`config.mk`:
```
export PLATFORM = sky130hd
export DESIGN_NAME = heading_p_controller
export DESIGN_NICKNAME = d
export VERILOG_FILES = /design/src/sv/hpc_pkg.sv /design/src/sv/hpc_cordic_cell.sv /design/src/sv/hpc_output_stage.sv /design/src/sv/heading_p_controller.sv
export SDC_FILE = /design/constraint.sdc
export NUM_CORES = 2
export LEC_CHECK = 0
export ABC_AREA = 1
export BUFFER_PORTS_ARGS = -buffer_cell sky130_fd_sc_hd__buf_2
export CAP_MARGIN = 25
export CORE_MARGIN = 1
export CORE_UTILIZATION = 59
export DETAILED_ROUTE_END_ITERATION = 12
export GPL_ROUTABILITY_DRIVEN = 0
export PLACE_DENSITY = 0.78
export SLEW_MARGIN = 15
export SYNTH_ARGS = -nofsm -noshare
export SYNTH_HDL_FRONTEND = slang
export SYNTH_SLANG_ARGS = --single-unit
```
`constraint.sdc`:
```
create_clock -name clk_i -period 5.42 [get_ports clk_i]
set_clock_uncertainty 0.05 [all_clocks]
set_input_delay 0.542 -clock clk_i [delete_from_list [all_inputs] [get_ports clk_i]]
set_output_delay 0.542 -clock clk_i [all_outputs]
set_load 0.005 [all_outputs]
```
`src/sv/hpc_pkg.sv`:
```
// ----------------------------------------------------------------------------
// hpc_pkg: shared types and constants for the heading controller
// Register indexes, reset values, the arctangent table and the control
// struct that travels with each transaction down the pipeline.
// ----------------------------------------------------------------------------
package hpc_pkg;

  // configuration register indexes
  localparam logic [1:0] CFG_HEADING_THRESHOLD = 2'd0;
  localparam logic [1:0] CFG_HEADING_GAIN      = 2'd1;
  localparam logic [1:0] CFG_CRUISE_SPEED      = 2'd2;

  // reset values: pi/6, 5.0 in Q4.8, 1.5 in Q8.8
  localparam logic [14:0] THRESHOLD_RESET = 15'd5461;
  localparam logic [11:0] GAIN_RESET      = 12'd1280;
  localparam logic [15:0] CRUISE_RESET    = 16'd384;

  // binary angle of pi, start angle after the half-turn pre-rotation
  localparam logic [15:0] ANGLE_PI = 16'h8000;

  // round(atan(2^-i) * 32768 / pi)
  localparam logic [15:0] ATAN_TABLE [32] = '{
    16'd8192, 16'd4836, 16'd2555, 16'd1297, 16'd651, 16'd326, 16'd163, 16'd81,
    16'd41,   16'd20,   16'd10,   16'd5,    16'd3,   16'd1,   16'd1,   16'd0,
    16'd0,    16'd0,    16'd0,    16'd0,    16'd0,   16'd0,   16'd0,   16'd0,
    16'd0,    16'd0,    16'd0,    16'd0,    16'd0,   16'd0,   16'd0,   16'd0
  };

  typedef struct packed {
    logic valid;  // stage holds a transaction
    logic zero;   // goal at the origin, bearing forced to 0
  } hpc_ctrl_t;

endpackage

```
`src/sv/hpc_cordic_cell.sv`:
```
// ----------------------------------------------------------------------------
// hpc_cordic_cell: one vectoring micro-rotation
// Rotates (x, y) toward the x axis by atan(2^-STAGE) and accumulates the
// angle; one register stage per cell.
// ----------------------------------------------------------------------------
module hpc_cordic_cell #(
  parameter int IW    = 27,
  parameter int STAGE = 0
) (
  input  logic                   clk_i,
  input  logic                   rst_ni,
  input  hpc_pkg::hpc_ctrl_t     ctrl_i,
  input  logic signed [IW-1:0]   x_i,
  input  logic signed [IW-1:0]   y_i,
  input  logic        [15:0]     z_i,
  input  logic        [15:0]     heading_i,
  output hpc_pkg::hpc_ctrl_t     ctrl_o,
  output logic signed [IW-1:0]   x_o,
  output logic signed [IW-1:0]   y_o,
  output logic        [15:0]     z_o,
  output logic        [15:0]     heading_o
);

  localparam logic [15:0] ATAN = hpc_pkg::ATAN_TABLE[STAGE];

  hpc_pkg::hpc_ctrl_t    ctrl_q;
  logic signed [IW-1:0]  x_d, y_d, x_q, y_q, xs, ys;
  logic        [15:0]    z_d, z_q, heading_q;

  always_comb begin
    xs = x_i >>> STAGE;
    ys = y_i >>> STAGE;
    if (!y_i[IW-1]) begin
      // clockwise
      x_d = x_i + ys;
      y_d = y_i - xs;
      z_d = z_i + ATAN;
    end else begin
      x_d = x_i - ys;
      y_d = y_i + xs;
      z_d = z_i - ATAN;
    end
  end

  always_ff @(posedge clk_i or negedge rst_ni) begin
    if (!rst_ni) begin
      ctrl_q <= '0;
    end else begin
      ctrl_q <= ctrl_i;
    end
  end

  always_ff @(posedge clk_i) begin
    x_q       <= x_d;
    y_q       <= y_d;
    z_q       <= z_d;
    heading_q <= heading_i;
  end

  assign ctrl_o    = ctrl_q;
  assign x_o       = x_q;
  assign y_o       = y_q;
  assign z_o       = z_q;
  assign heading_o = heading_q;

endmodule

```
`src/sv/hpc_output_stage.sv`:
```
// ----------------------------------------------------------------------------
// hpc_output_stage: heading error, gain and speed decision
// Two register stages: bearing and wrapped error, then the gain product,
// the threshold compare and the result strobe.
// ----------------------------------------------------------------------------
module hpc_output_stage (
  input  logic               clk_i,
  input  logic               rst_ni,
  input  hpc_pkg::hpc_ctrl_t ctrl_i,
  input  logic [15:0]        z_i,
  input  logic [15:0]        heading_i,
  input  logic [14:0]        threshold_i,
  input  logic [11:0]        gain_i,
  input  logic [15:0]        cruise_i,
  output logic               done_o,
  output logic [15:0]        forward_speed_o,
  output logic signed [19:0] turn_rate_o,
  output logic signed [15:0] bearing_o
);

  logic               err_valid_q, done_q;
  logic [15:0]        bearing_d, bearing_q, err_d;
  logic signed [15:0] err_q;
  logic [16:0]        mag;
  logic signed [28:0] prod;
  logic [15:0]        speed_q;
  logic signed [19:0] rate_q;
  logic signed [15:0] bearing_out_q;

  // stage 1: bearing and error wrapped to 16 bits
  always_comb begin
    bearing_d = ctrl_i.zero ? 16'd0 : z_i;
    err_d     = bearing_d - heading_i;
  end

  // stage 2: absolute error and gain product
  always_comb begin
    mag  = err_q[15] ? (17'd0 - {err_q[15], err_q}) : {1'b0, err_q};
    prod = err_q * $signed({1'b0, gain_i});
  end

  always_ff @(posedge clk_i or negedge rst_ni) begin
    if (!rst_ni) begin
      err_valid_q <= 1'b0;
      done_q      <= 1'b0;
    end else begin
      err_valid_q <= ctrl_i.valid;
      done_q      <= err_valid_q;
    end
  end

  always_ff @(posedge clk_i) begin
    bearing_q     <= bearing_d;
    err_q         <= $signed(err_d);
    speed_q       <= (mag > {2'b00, threshold_i}) ? 16'd0 : cruise_i;
    rate_q        <= prod[27:8];
    bearing_out_q <= $signed(bearing_q);
  end

  assign done_o          = done_q;
  assign forward_speed_o = speed_q;
  assign turn_rate_o     = rate_q;
  assign bearing_o       = bearing_out_q;

endmodule

```
`src/sv/heading_p_controller.sv`:
```
// ----------------------------------------------------------------------------
// heading_p_controller: proportional heading controller with CORDIC atan2
// Computes the bearing to a goal point, the heading error and the speed and
// turn-rate commands, fully pipelined.
// ----------------------------------------------------------------------------
// A new goal/heading transaction is taken in every clock cycle (busy_o stays
// low), and each one gives exactly one result, registered in turn by the
// half-turn pre-rotation, each CORDIC cell and the output stage (error,
// then gain product and threshold compare). The result is shown for a single
// cycle with done_o high and the receiver cannot stall it, so it must take
// every strobe. Configuration writes are always accepted (cfg_ready_o high)
// and should be made only while no transaction is in flight; writes to an
// index past the last register are ignored.
module heading_p_controller #(
  parameter int CORDIC_STAGES = 16,
  parameter int COORD_WIDTH   = 24
) (
  input  logic               clk_i,
  input  logic               rst_ni,
  // command channel
  input  logic               start_i,
  output logic               busy_o,
  input  logic signed [23:0] goal_x_i,
  input  logic signed [23:0] goal_y_i,
  input  logic signed [15:0] heading_i,
  // results
  output logic               done_o,
  output logic [15:0]        forward_speed_o,
  output logic signed [19:0] turn_rate_o,
  output logic signed [15:0] bearing_o,
  // configuration write channel
  input  logic               cfg_valid_i,
  output logic               cfg_ready_o,
  input  logic [1:0]         cfg_index_i,
  input  logic [15:0]        cfg_data_i
);

  // headroom for the half-turn negation and the cordic gain of about 1.65
  localparam int IW = COORD_WIDTH + 3;

  // configuration registers
  logic [14:0] threshold_q;
  logic [11:0] gain_q;
  logic [15:0] cruise_q;

  // pipeline is never blocked
  assign busy_o      = 1'b0;
  assign cfg_ready_o = 1'b1;

  always_ff @(posedge clk_i or negedge rst_ni) begin
    if (!rst_ni) begin
      threshold_q <= hpc_pkg::THRESHOLD_RESET;
      gain_q      <= hpc_pkg::GAIN_RESET;
      cruise_q    <= hpc_pkg::CRUISE_RESET;
    end else if (cfg_valid_i && cfg_ready_o) begin
      unique case (cfg_index_i)
        hpc_pkg::CFG_HEADING_THRESHOLD: threshold_q <= cfg_data_i[14:0];
        hpc_pkg::CFG_HEADING_GAIN:      gain_q      <= cfg_data_i[11:0];
        hpc_pkg::CFG_CRUISE_SPEED:      cruise_q    <= cfg_data_i;
        default: ;  // unused index, write dropped
      endcase
    end
  end

  // coordinate conditioning: sign-extend to 32, keep the low COORD_WIDTH bits
  logic [31:0]            ext_x, ext_y;
  logic [COORD_WIDTH-1:0] cx, cy;
  logic signed [IW-1:0]   wx, wy;

  always_comb begin
    ext_x = {{8{goal_x_i[23]}}, goal_x_i};
    ext_y = {{8{goal_y_i[23]}}, goal_y_i};
    cx    = ext_x[COORD_WIDTH-1:0];
    cy    = ext_y[COORD_WIDTH-1:0];
    wx    = $signed({{3{cx[COORD_WIDTH-1]}}, cx});
    wy    = $signed({{3{cy[COORD_WIDTH-1]}}, cy});
  end

  // pre-rotation stage: left half-plane is turned by pi so x >= 0
  hpc_pkg::hpc_ctrl_t   pre_ctrl_q;
  logic signed [IW-1:0] pre_x_q, pre_y_q;
  logic        [15:0]   pre_z_q, pre_heading_q;

  always_ff @(posedge clk_i or negedge rst_ni) begin
    if (!rst_ni) begin
      pre_ctrl_q <= '0;
    end else begin
      pre_ctrl_q.valid <= start_i && !busy_o;
      pre_ctrl_q.zero  <= (cx == '0) && (cy == '0);
    end
  end

  always_ff @(posedge clk_i) begin
    if (wx[IW-1]) begin
      pre_x_q <= -wx;
      pre_y_q <= -wy;
      pre_z_q <= hpc_pkg::ANGLE_PI;
    end else begin
      pre_x_q <= wx;
      pre_y_q <= wy;
      pre_z_q <= 16'd0;
    end
    pre_heading_q <= heading_i;
  end

  // chain of cordic cells, tap 0 is the pre-rotation register
  hpc_pkg::hpc_ctrl_t   cell_ctrl    [CORDIC_STAGES+1];
  logic signed [IW-1:0] cell_x       [CORDIC_STAGES+1];
  logic signed [IW-1:0] cell_y       [CORDIC_STAGES+1];
  logic        [15:0]   cell_z       [CORDIC_STAGES+1];
  logic        [15:0]   cell_heading [CORDIC_STAGES+1];

  assign cell_ctrl[0]    = pre_ctrl_q;
  assign cell_x[0]       = pre_x_q;
  assign cell_y[0]       = pre_y_q;
  assign cell_z[0]       = pre_z_q;
  assign cell_heading[0] = pre_heading_q;

  for (genvar g = 0; g < CORDIC_STAGES; g++) begin : g_cell
    hpc_cordic_cell #(
      .IW    (IW),
      .STAGE (g)
    ) u_cell (
      .clk_i     (clk_i),
      .rst_ni    (rst_ni),
      .ctrl_i    (cell_ctrl[g]),
      .x_i       (cell_x[g]),
      .y_i       (cell_y[g]),
      .z_i       (cell_z[g]),
      .heading_i (cell_heading[g]),
      .ctrl_o    (cell_ctrl[g+1]),
      .x_o       (cell_x[g+1]),
      .y_o       (cell_y[g+1]),
      .z_o       (cell_z[g+1]),
      .heading_o (cell_heading[g+1])
    );
  end

  // error, gain and speed decision
  hpc_output_stage u_out (
    .clk_i           (clk_i),
    .rst_ni          (rst_ni),
    .ctrl_i          (cell_ctrl[CORDIC_STAGES]),
    .z_i             (cell_z[CORDIC_STAGES]),
    .heading_i       (cell_heading[CORDIC_STAGES]),
    .threshold_i     (threshold_q),
    .gain_i          (gain_q),
    .cruise_i        (cruise_q),
    .done_o          (done_o),
    .forward_speed_o (forward_speed_o),
    .turn_rate_o     (turn_rate_o),
    .bearing_o       (bearing_o)
  );

  // a transaction leaving the last cell is delivered through the output stage's error and result registers
  a_out_latency: assert property (@(posedge clk_i) disable iff (!rst_ni)
    cell_ctrl[CORDIC_STAGES].valid |-> ##2 done_o)
    else $error("result strobe missing after cordic chain");

  // nothing is delivered that did not leave the chain
  a_no_phantom: assert property (@(posedge clk_i) disable iff (!rst_ni)
    !cell_ctrl[CORDIC_STAGES].valid |-> ##2 !done_o)
    else $error("result strobe without transaction");

  // after the half-turn the vector stays in the right half-plane
  a_x_nonneg: assert property (@(posedge clk_i) disable iff (!rst_ni)
    cell_ctrl[CORDIC_STAGES].valid |-> !cell_x[CORDIC_STAGES][IW-1])
    else $error("cordic x went negative");

  // speed command is either stop or cruise
  a_speed_values: assert property (@(posedge clk_i) disable iff (!rst_ni)
    done_o |-> (forward_speed_o == 16'd0) || (forward_speed_o == cruise_q))
    else $error("forward speed neither zero nor cruise");

endmodule

```
== Word level (Yosys, flattened, before mapping) ==
Cells that the tools add are included.
Operators by class
  $mul: 1
  equal/unequal tests: 2
  reduce and logical (&&, ||, !) cells: 7
  magnitude comparators: 1
  multiplexer cells: 47
  add/subtract/negate cells: 87
Operators by type and width (count)
  two-way mux 27 bit: 28
  two-way mux 16 bit: 17
  adder 27 x 15 -> 27 bit: 2
  adder 27 x 16 -> 27 bit: 2
  adder 27 x 17 -> 27 bit: 2
  adder 27 x 18 -> 27 bit: 2
  adder 27 x 19 -> 27 bit: 2
  adder 27 x 20 -> 27 bit: 2
  adder 27 x 21 -> 27 bit: 2
  adder 27 x 22 -> 27 bit: 2
  adder 27 x 23 -> 27 bit: 2
  adder 27 x 24 -> 27 bit: 2
  adder 27 x 25 -> 27 bit: 2
  adder 27 x 26 -> 27 bit: 2
  negator 24 -> 27 bit: 2
  subtractor 27 x 15 -> 27 bit: 2
  subtractor 27 x 16 -> 27 bit: 2
  subtractor 27 x 17 -> 27 bit: 2
  subtractor 27 x 18 -> 27 bit: 2
  subtractor 27 x 19 -> 27 bit: 2
  subtractor 27 x 20 -> 27 bit: 2
  subtractor 27 x 21 -> 27 bit: 2
  subtractor 27 x 22 -> 27 bit: 2
  subtractor 27 x 23 -> 27 bit: 2
  47 further kinds: 56
Word-level totals
  input port bits: 86
  word-level logic and storage cells: 253
  register bits after elaboration: 1490
  output and inout bits: 55

== Longest topological paths before layout ==
  depth after elaboration: 3
  gate-level depth with buffers: 26
  mapped depth without buffers: 24

== Cells and area by module ==
A second synthesis with hierarchy kept.
Second synthesis, totals
  cell total of the unflattened synthesis: 21247
  area, all modules: 135417.4 um2
By module, submodules not included
  hpc_output_stage: cells an instance 1479, area an instance 11187.0 um2, sequential area each 1731.7 um2, times used 1
  hpc_cordic_cell at g_cell[2].u_cell: cells an instance 1311, area an instance 7986.4 um2, sequential area each 1771.7 um2, times used 1
  hpc_cordic_cell at g_cell[3].u_cell: cells an instance 1285, area an instance 7912.6 um2, sequential area each 1771.7 um2, times used 1
  hpc_cordic_cell at g_cell[1].u_cell: cells an instance 1285, area an instance 7871.3 um2, sequential area each 1771.7 um2, times used 1
  hpc_cordic_cell at g_cell[4].u_cell: cells an instance 1254, area an instance 7747.4 um2, sequential area each 1771.7 um2, times used 1
  hpc_cordic_cell at g_cell[6].u_cell: cells an instance 1215, area an instance 7634.8 um2, sequential area each 1771.7 um2, times used 1
  hpc_cordic_cell at g_cell[8].u_cell: cells an instance 1192, area an instance 7563.5 um2, sequential area each 1771.7 um2, times used 1
  hpc_cordic_cell at g_cell[0].u_cell: cells an instance 1236, area an instance 7536.0 um2, sequential area each 1751.7 um2, times used 1
  hpc_cordic_cell at g_cell[5].u_cell: cells an instance 1221, area an instance 7495.9 um2, sequential area each 1771.7 um2, times used 1
  hpc_cordic_cell at g_cell[11].u_cell: cells an instance 1168, area an instance 7455.9 um2, sequential area each 1771.7 um2, times used 1
  hpc_cordic_cell at g_cell[9].u_cell: cells an instance 1176, area an instance 7414.6 um2, sequential area each 1771.7 um2, times used 1
  hpc_cordic_cell at g_cell[7].u_cell: cells an instance 1198, area an instance 7397.1 um2, sequential area each 1771.7 um2, times used 1
  hpc_cordic_cell at g_cell[12].u_cell: cells an instance 1172, area an instance 7365.8 um2, sequential area each 1771.7 um2, times used 1
  hpc_cordic_cell at g_cell[13].u_cell: cells an instance 1173, area an instance 7335.8 um2, sequential area each 1771.7 um2, times used 1
  +4 rows

== Worst setup path before layout ==
Ideal clock, no wire load.
  kind: register to register
  from: reg u_out.err_q[15]
  to: reg u_out.rate_q[16], in the netlist u_out.turn_rate_o[16]
  arrival time: 4.949 ns
  path slack: 0.309 ns
  required time: 5.258 ns
  path buffers: 2
  cell stages (with the launch flop): 20
  period minus slack after synthesis: 5.111 ns
  library setup time: 0.112 ns
  path through: dfxtp_1 -> clkbuf_1 -> buf_1 -> nand2_1 -> fa_1 -> fa_1 -> inv_1 -> fa_1 -> fa_1 -> inv_1 -> fa_1 -> inv_1 -> ha_1 -> a21o_1 -> a31oi_1 -> nor2_1 -> nor3_1 -> nand2_1 -> nand2_1 -> nand2_1
Between the ends
  longest elaborated chain between the ends: 1
Ends and longest elaborated chain
  start, declared: RTL line hpc_output_stage.sv:23  | logic signed [15:0] err_q;
  start signal, assigned: RTL line hpc_output_stage.sv:54  | err_q <= $signed(err_d);
  multiplier 16 x 13 -> 28 bit: RTL line hpc_output_stage.sv:39  | prod = err_q * $signed({1'b0, gain_i});
  named net u_out.prod[24]: RTL line hpc_output_stage.sv:25  | logic signed [28:0] prod;
  end signal, assigned: RTL line hpc_output_stage.sv:56  | rate_q <= prod[27:8];
  end, declared: RTL line hpc_output_stage.sv:27  | logic signed [19:0] rate_q;
The timed path passes the listed nets, and every way through them passes these cells.
A chain may end at the register's enable or synchronous reset.

== Final worst setup path ==
  from: reg gain_q[2]
  to: reg u_out.rate_q[19], in the netlist u_out.turn_rate_o[19]
Between the ends
  longest elaborated chain between the ends: 1
Ends and longest elaborated chain
  start, declared: RTL line heading_p_controller.sv:43  | logic [11:0] gain_q;
  start signal, assigned: RTL line heading_p_controller.sv:53  | gain_q <= hpc_pkg::GAIN_RESET;
  start signal, assigned: RTL line heading_p_controller.sv:58  | hpc_pkg::CFG_HEADING_GAIN: gain_q <= cfg_data_i[11:0];
  multiplier 16 x 13 -> 28 bit: RTL line hpc_output_stage.sv:39
  named net u_out.prod[27]: RTL line hpc_output_stage.sv:25
The timed path passes the listed nets, and every way through them passes these cells.

==> reports/metrics.cfg <==
[detailed_routing]
drc=0
wl_per_cell_um=17.6
dr.pass1.iters=10
wl_um=309000
ant_nets=0
drt_first_iter_violations=10900
via_count=99300
viasPerCell=5.67

[floorplanning]
io_pins=141
die_y_um=422
core_um2=175000
rows=153
initial_utilization=0.596
chipWidth_um=422
die-area_um2=178000

[timing]
worst_pin_slew_ps=1060
fin_tns_setup_ps=0
holdWs_ps=45.3
final_hold_viol_count=0
finalCritPeriodShare=0.947
relSlewSlack=0.291
rsz0062_at_grt=no
slew_violations=0
finalCriticalPeriod_ps=5130
fmax_mhz=195
setup_viol=0

[setup_path]
cp.required_ps=6080
crit_path_start_kind=register
crit_type=register to register
cp-end-kind=register
crit_path_max_fanout=7
crit_arrival_ps=5790
r2r_setup_slack_ps=290

[logic_synthesis]
synth_compound_area_frac=0.122
syn_inst=14800
synth-xor-area-share=0.0996
synthFlopType=dfxtp_1
synthAdderAreaFrac=0.163
yosys_warnings=0
synth_cell_type_count=66
syn-cell-area_um2=104000
ys_async_sr_fraction=0.0568
synth_edf_count=0
yosys.area_share.simple=0.258
ys_ff_latch=1391
ys_seq_area_frac=0.272
synth_top_family_by_area=simple AND/OR/NAND/NOR gates
muxShareOfSynthArea=0.0000962
synth_area_per_cell_um2=7.04

[cells_and_area]
drive_gt1_frac=0.0392
final_nets=16400
utilization=0.650
synthToLayoutAreaGrowth_pct=9.09
mostFrequentLayoutCells=nand2_1 (3,275), inv_1 (2,145), nor2_1 (1,410)
final_common_cell=nand2_1
finalInstanceArea_um2=114000
fillCellCount=15500
ff_latch_area_um2=28300
multiInputGateArea_um2=66900

[global_routing]
grt_overflow=0
first_global_vias=92900
grt_antenna_before_repair=12
grt_max_degree=75
grt_pass1_wl_um=488000
grt_usage=0.336

[cts]
cts_made_buffers=148
cts-root-buf=clkbuf_16
clockBufferDepth=3
clk_latency_ps=820
cts_setup_buffers=0
clock_sinks=1391
clk_pin_slew_ps=60
cts_tree=yes
cts.htree.levels=4

[outcome]
status=finished clean

[placed_design]
placed_area_um2=107000
portBuffers=137
dpl.hpwl_um=250000

[worst_hold_path]
worst_hold_path_type=primary input to register

[flow_run]
max_cap_viol_count=0

## stage by stage
stage,instances,setup WS [ps]
detailed placement,17100,207
floorplan,14800,309
global route,17500,12.7
finish,17500,289
global placement,17100,282
CTS,17500,222
## layout make-up
class	instances	share of cell area
multi-input cells	11100	0.590
flip-flops and latches	1391	0.249
inverters	2159	0.0714
clock buffers	185	0.0359
well taps	2325	0.0256
repair buffers	272	0.0170
clock inverters	89	0.0111
diodes	14	0.000309
## synthesized netlist by cell type, drive strengths merged (2+ instances only)
library cell | number | share of area
a211oi | 19 | 0.0014
a21boi | 50 | 0.0038
a21o | 88 | 0.0063
a21oi | 1143 | 0.055
a31oi | 60 | 0.0036
and2 | 7 | 0.00042
and3 | 2 | 0.00012
buf | 69 | 0.0039
clkbuf | 102 | 0.0037
clkinv | 5 | 0.00018
conb | 2 | 0.000072
dfrtp | 68 | 0.016
dfstp | 11 | 0.0028
dfxtp | 1312 | 0.25
fa | 211 | 0.041
ha | 1021 | 0.12
inv | 2154 | 0.078
nand2 | 3280 | 0.12
nand2b | 7 | 0.00042
nand3 | 851 | 0.041
nand3b | 65 | 0.0047
nand4 | 294 | 0.018
nor2 | 1433 | 0.052
nor2b | 2 | 0.00012
nor3 | 317 | 0.016
nor3b | 2 | 0.00014
nor4 | 55 | 0.0033
o2111ai | 21 | 0.0018
o211ai | 5 | 0.00036
o21a | 35 | 0.0025
o21ai | 702 | 0.034
o21bai | 122 | 0.0088
o22ai | 3 | 0.00018
o31ai | 49 | 0.0037
or2 | 34 | 0.0020
xnor2 | 232 | 0.020
xor2 | 951 | 0.080
## worst paths after layout
path | to | start | cells past startpoint
min reg2reg | g_cell[7].u_cell.heading_o[2] | g_cell[6].u_cell.heading_o[2] | 0
min | threshold_q[3] | cfg_data_i[3] | 3
min in group asynchronous | g_cell[4].u_cell.ctrl_o[1] | rst_ni | 3
max in group asynchronous | gain_q[10] | rst_ni | 4
max reg2reg | u_out.turn_rate_o[19] | gain_q[2] | 17
max | u_out.turn_rate_o[19] | gain_q[2] | 17
## worst max-delay path, stage by stage (launching register included)
cell and delay, ps:
dfrtp_1 470, nand2_1 140, fa_1 550, fa_1 480, inv_1 350, fa_1 520, fa_1 540, inv_1 50
fa_1 470, inv_1 40, ha_1 320, nand2_1 140, nor3_1 260, nand2_1 140, nor4_1 220, nand2_1 160
nand3_1 90, nand2_1 50
## metal layers
layer / global-route usage / vias to the layer above / wire length, um
met2: 0.536 / 4961 / 134000
met1: 0.432 / 44800 / 127000
met4: 0.179 / 8 / 18500
li1: - / 48500 / -
met5: 0 / - / 57
met3: 0.0587 / 961 / 29200
## cells by family after synthesis
kind of cell    after synthesis
flops                      1391
xor+xnor                   1183
buf+inv                    2330
fa+ha+maj                  1232
compound gates             2302
mux                           1
simple gates               6350
other cells                   2
## flip-flops by register name, indices dropped and copies added, names as in the netlist, 2 cells and up
| name | cells |
|---|---|
| g_cell.u_cell.x_o | 338 |
| pre_heading_q | 16 |
| g_cell.u_cell.heading_o | 256 |
| gain_q | 12 |
| pre_x_q | 27 |
| cruise_q | 16 |
| g_cell.u_cell.z_o | 214 |
| u_out.forward_speed_o | 16 |
| threshold_q | 15 |
| u_out.turn_rate_o | 20 |
| u_out.bearing_o | 15 |
| g_cell.u_cell.y_o | 351 |
| cell_ctrl | 2 |
| pre_y_q | 27 |
| u_out.bearing_q | 15 |
| g_cell.u_cell.ctrl_o | 32 |
| u_out.err_q | 16 |
## repair_timing
action,CTS,global route
endpoints found under the setup margin,0,5
hold buffers,75,0
resized for setup,0,9
endpoints found under the hold margin,118,0
Power is not shown: default switching activity piles up to over one toggle a cycle in this logic, so the estimate is an artifact.
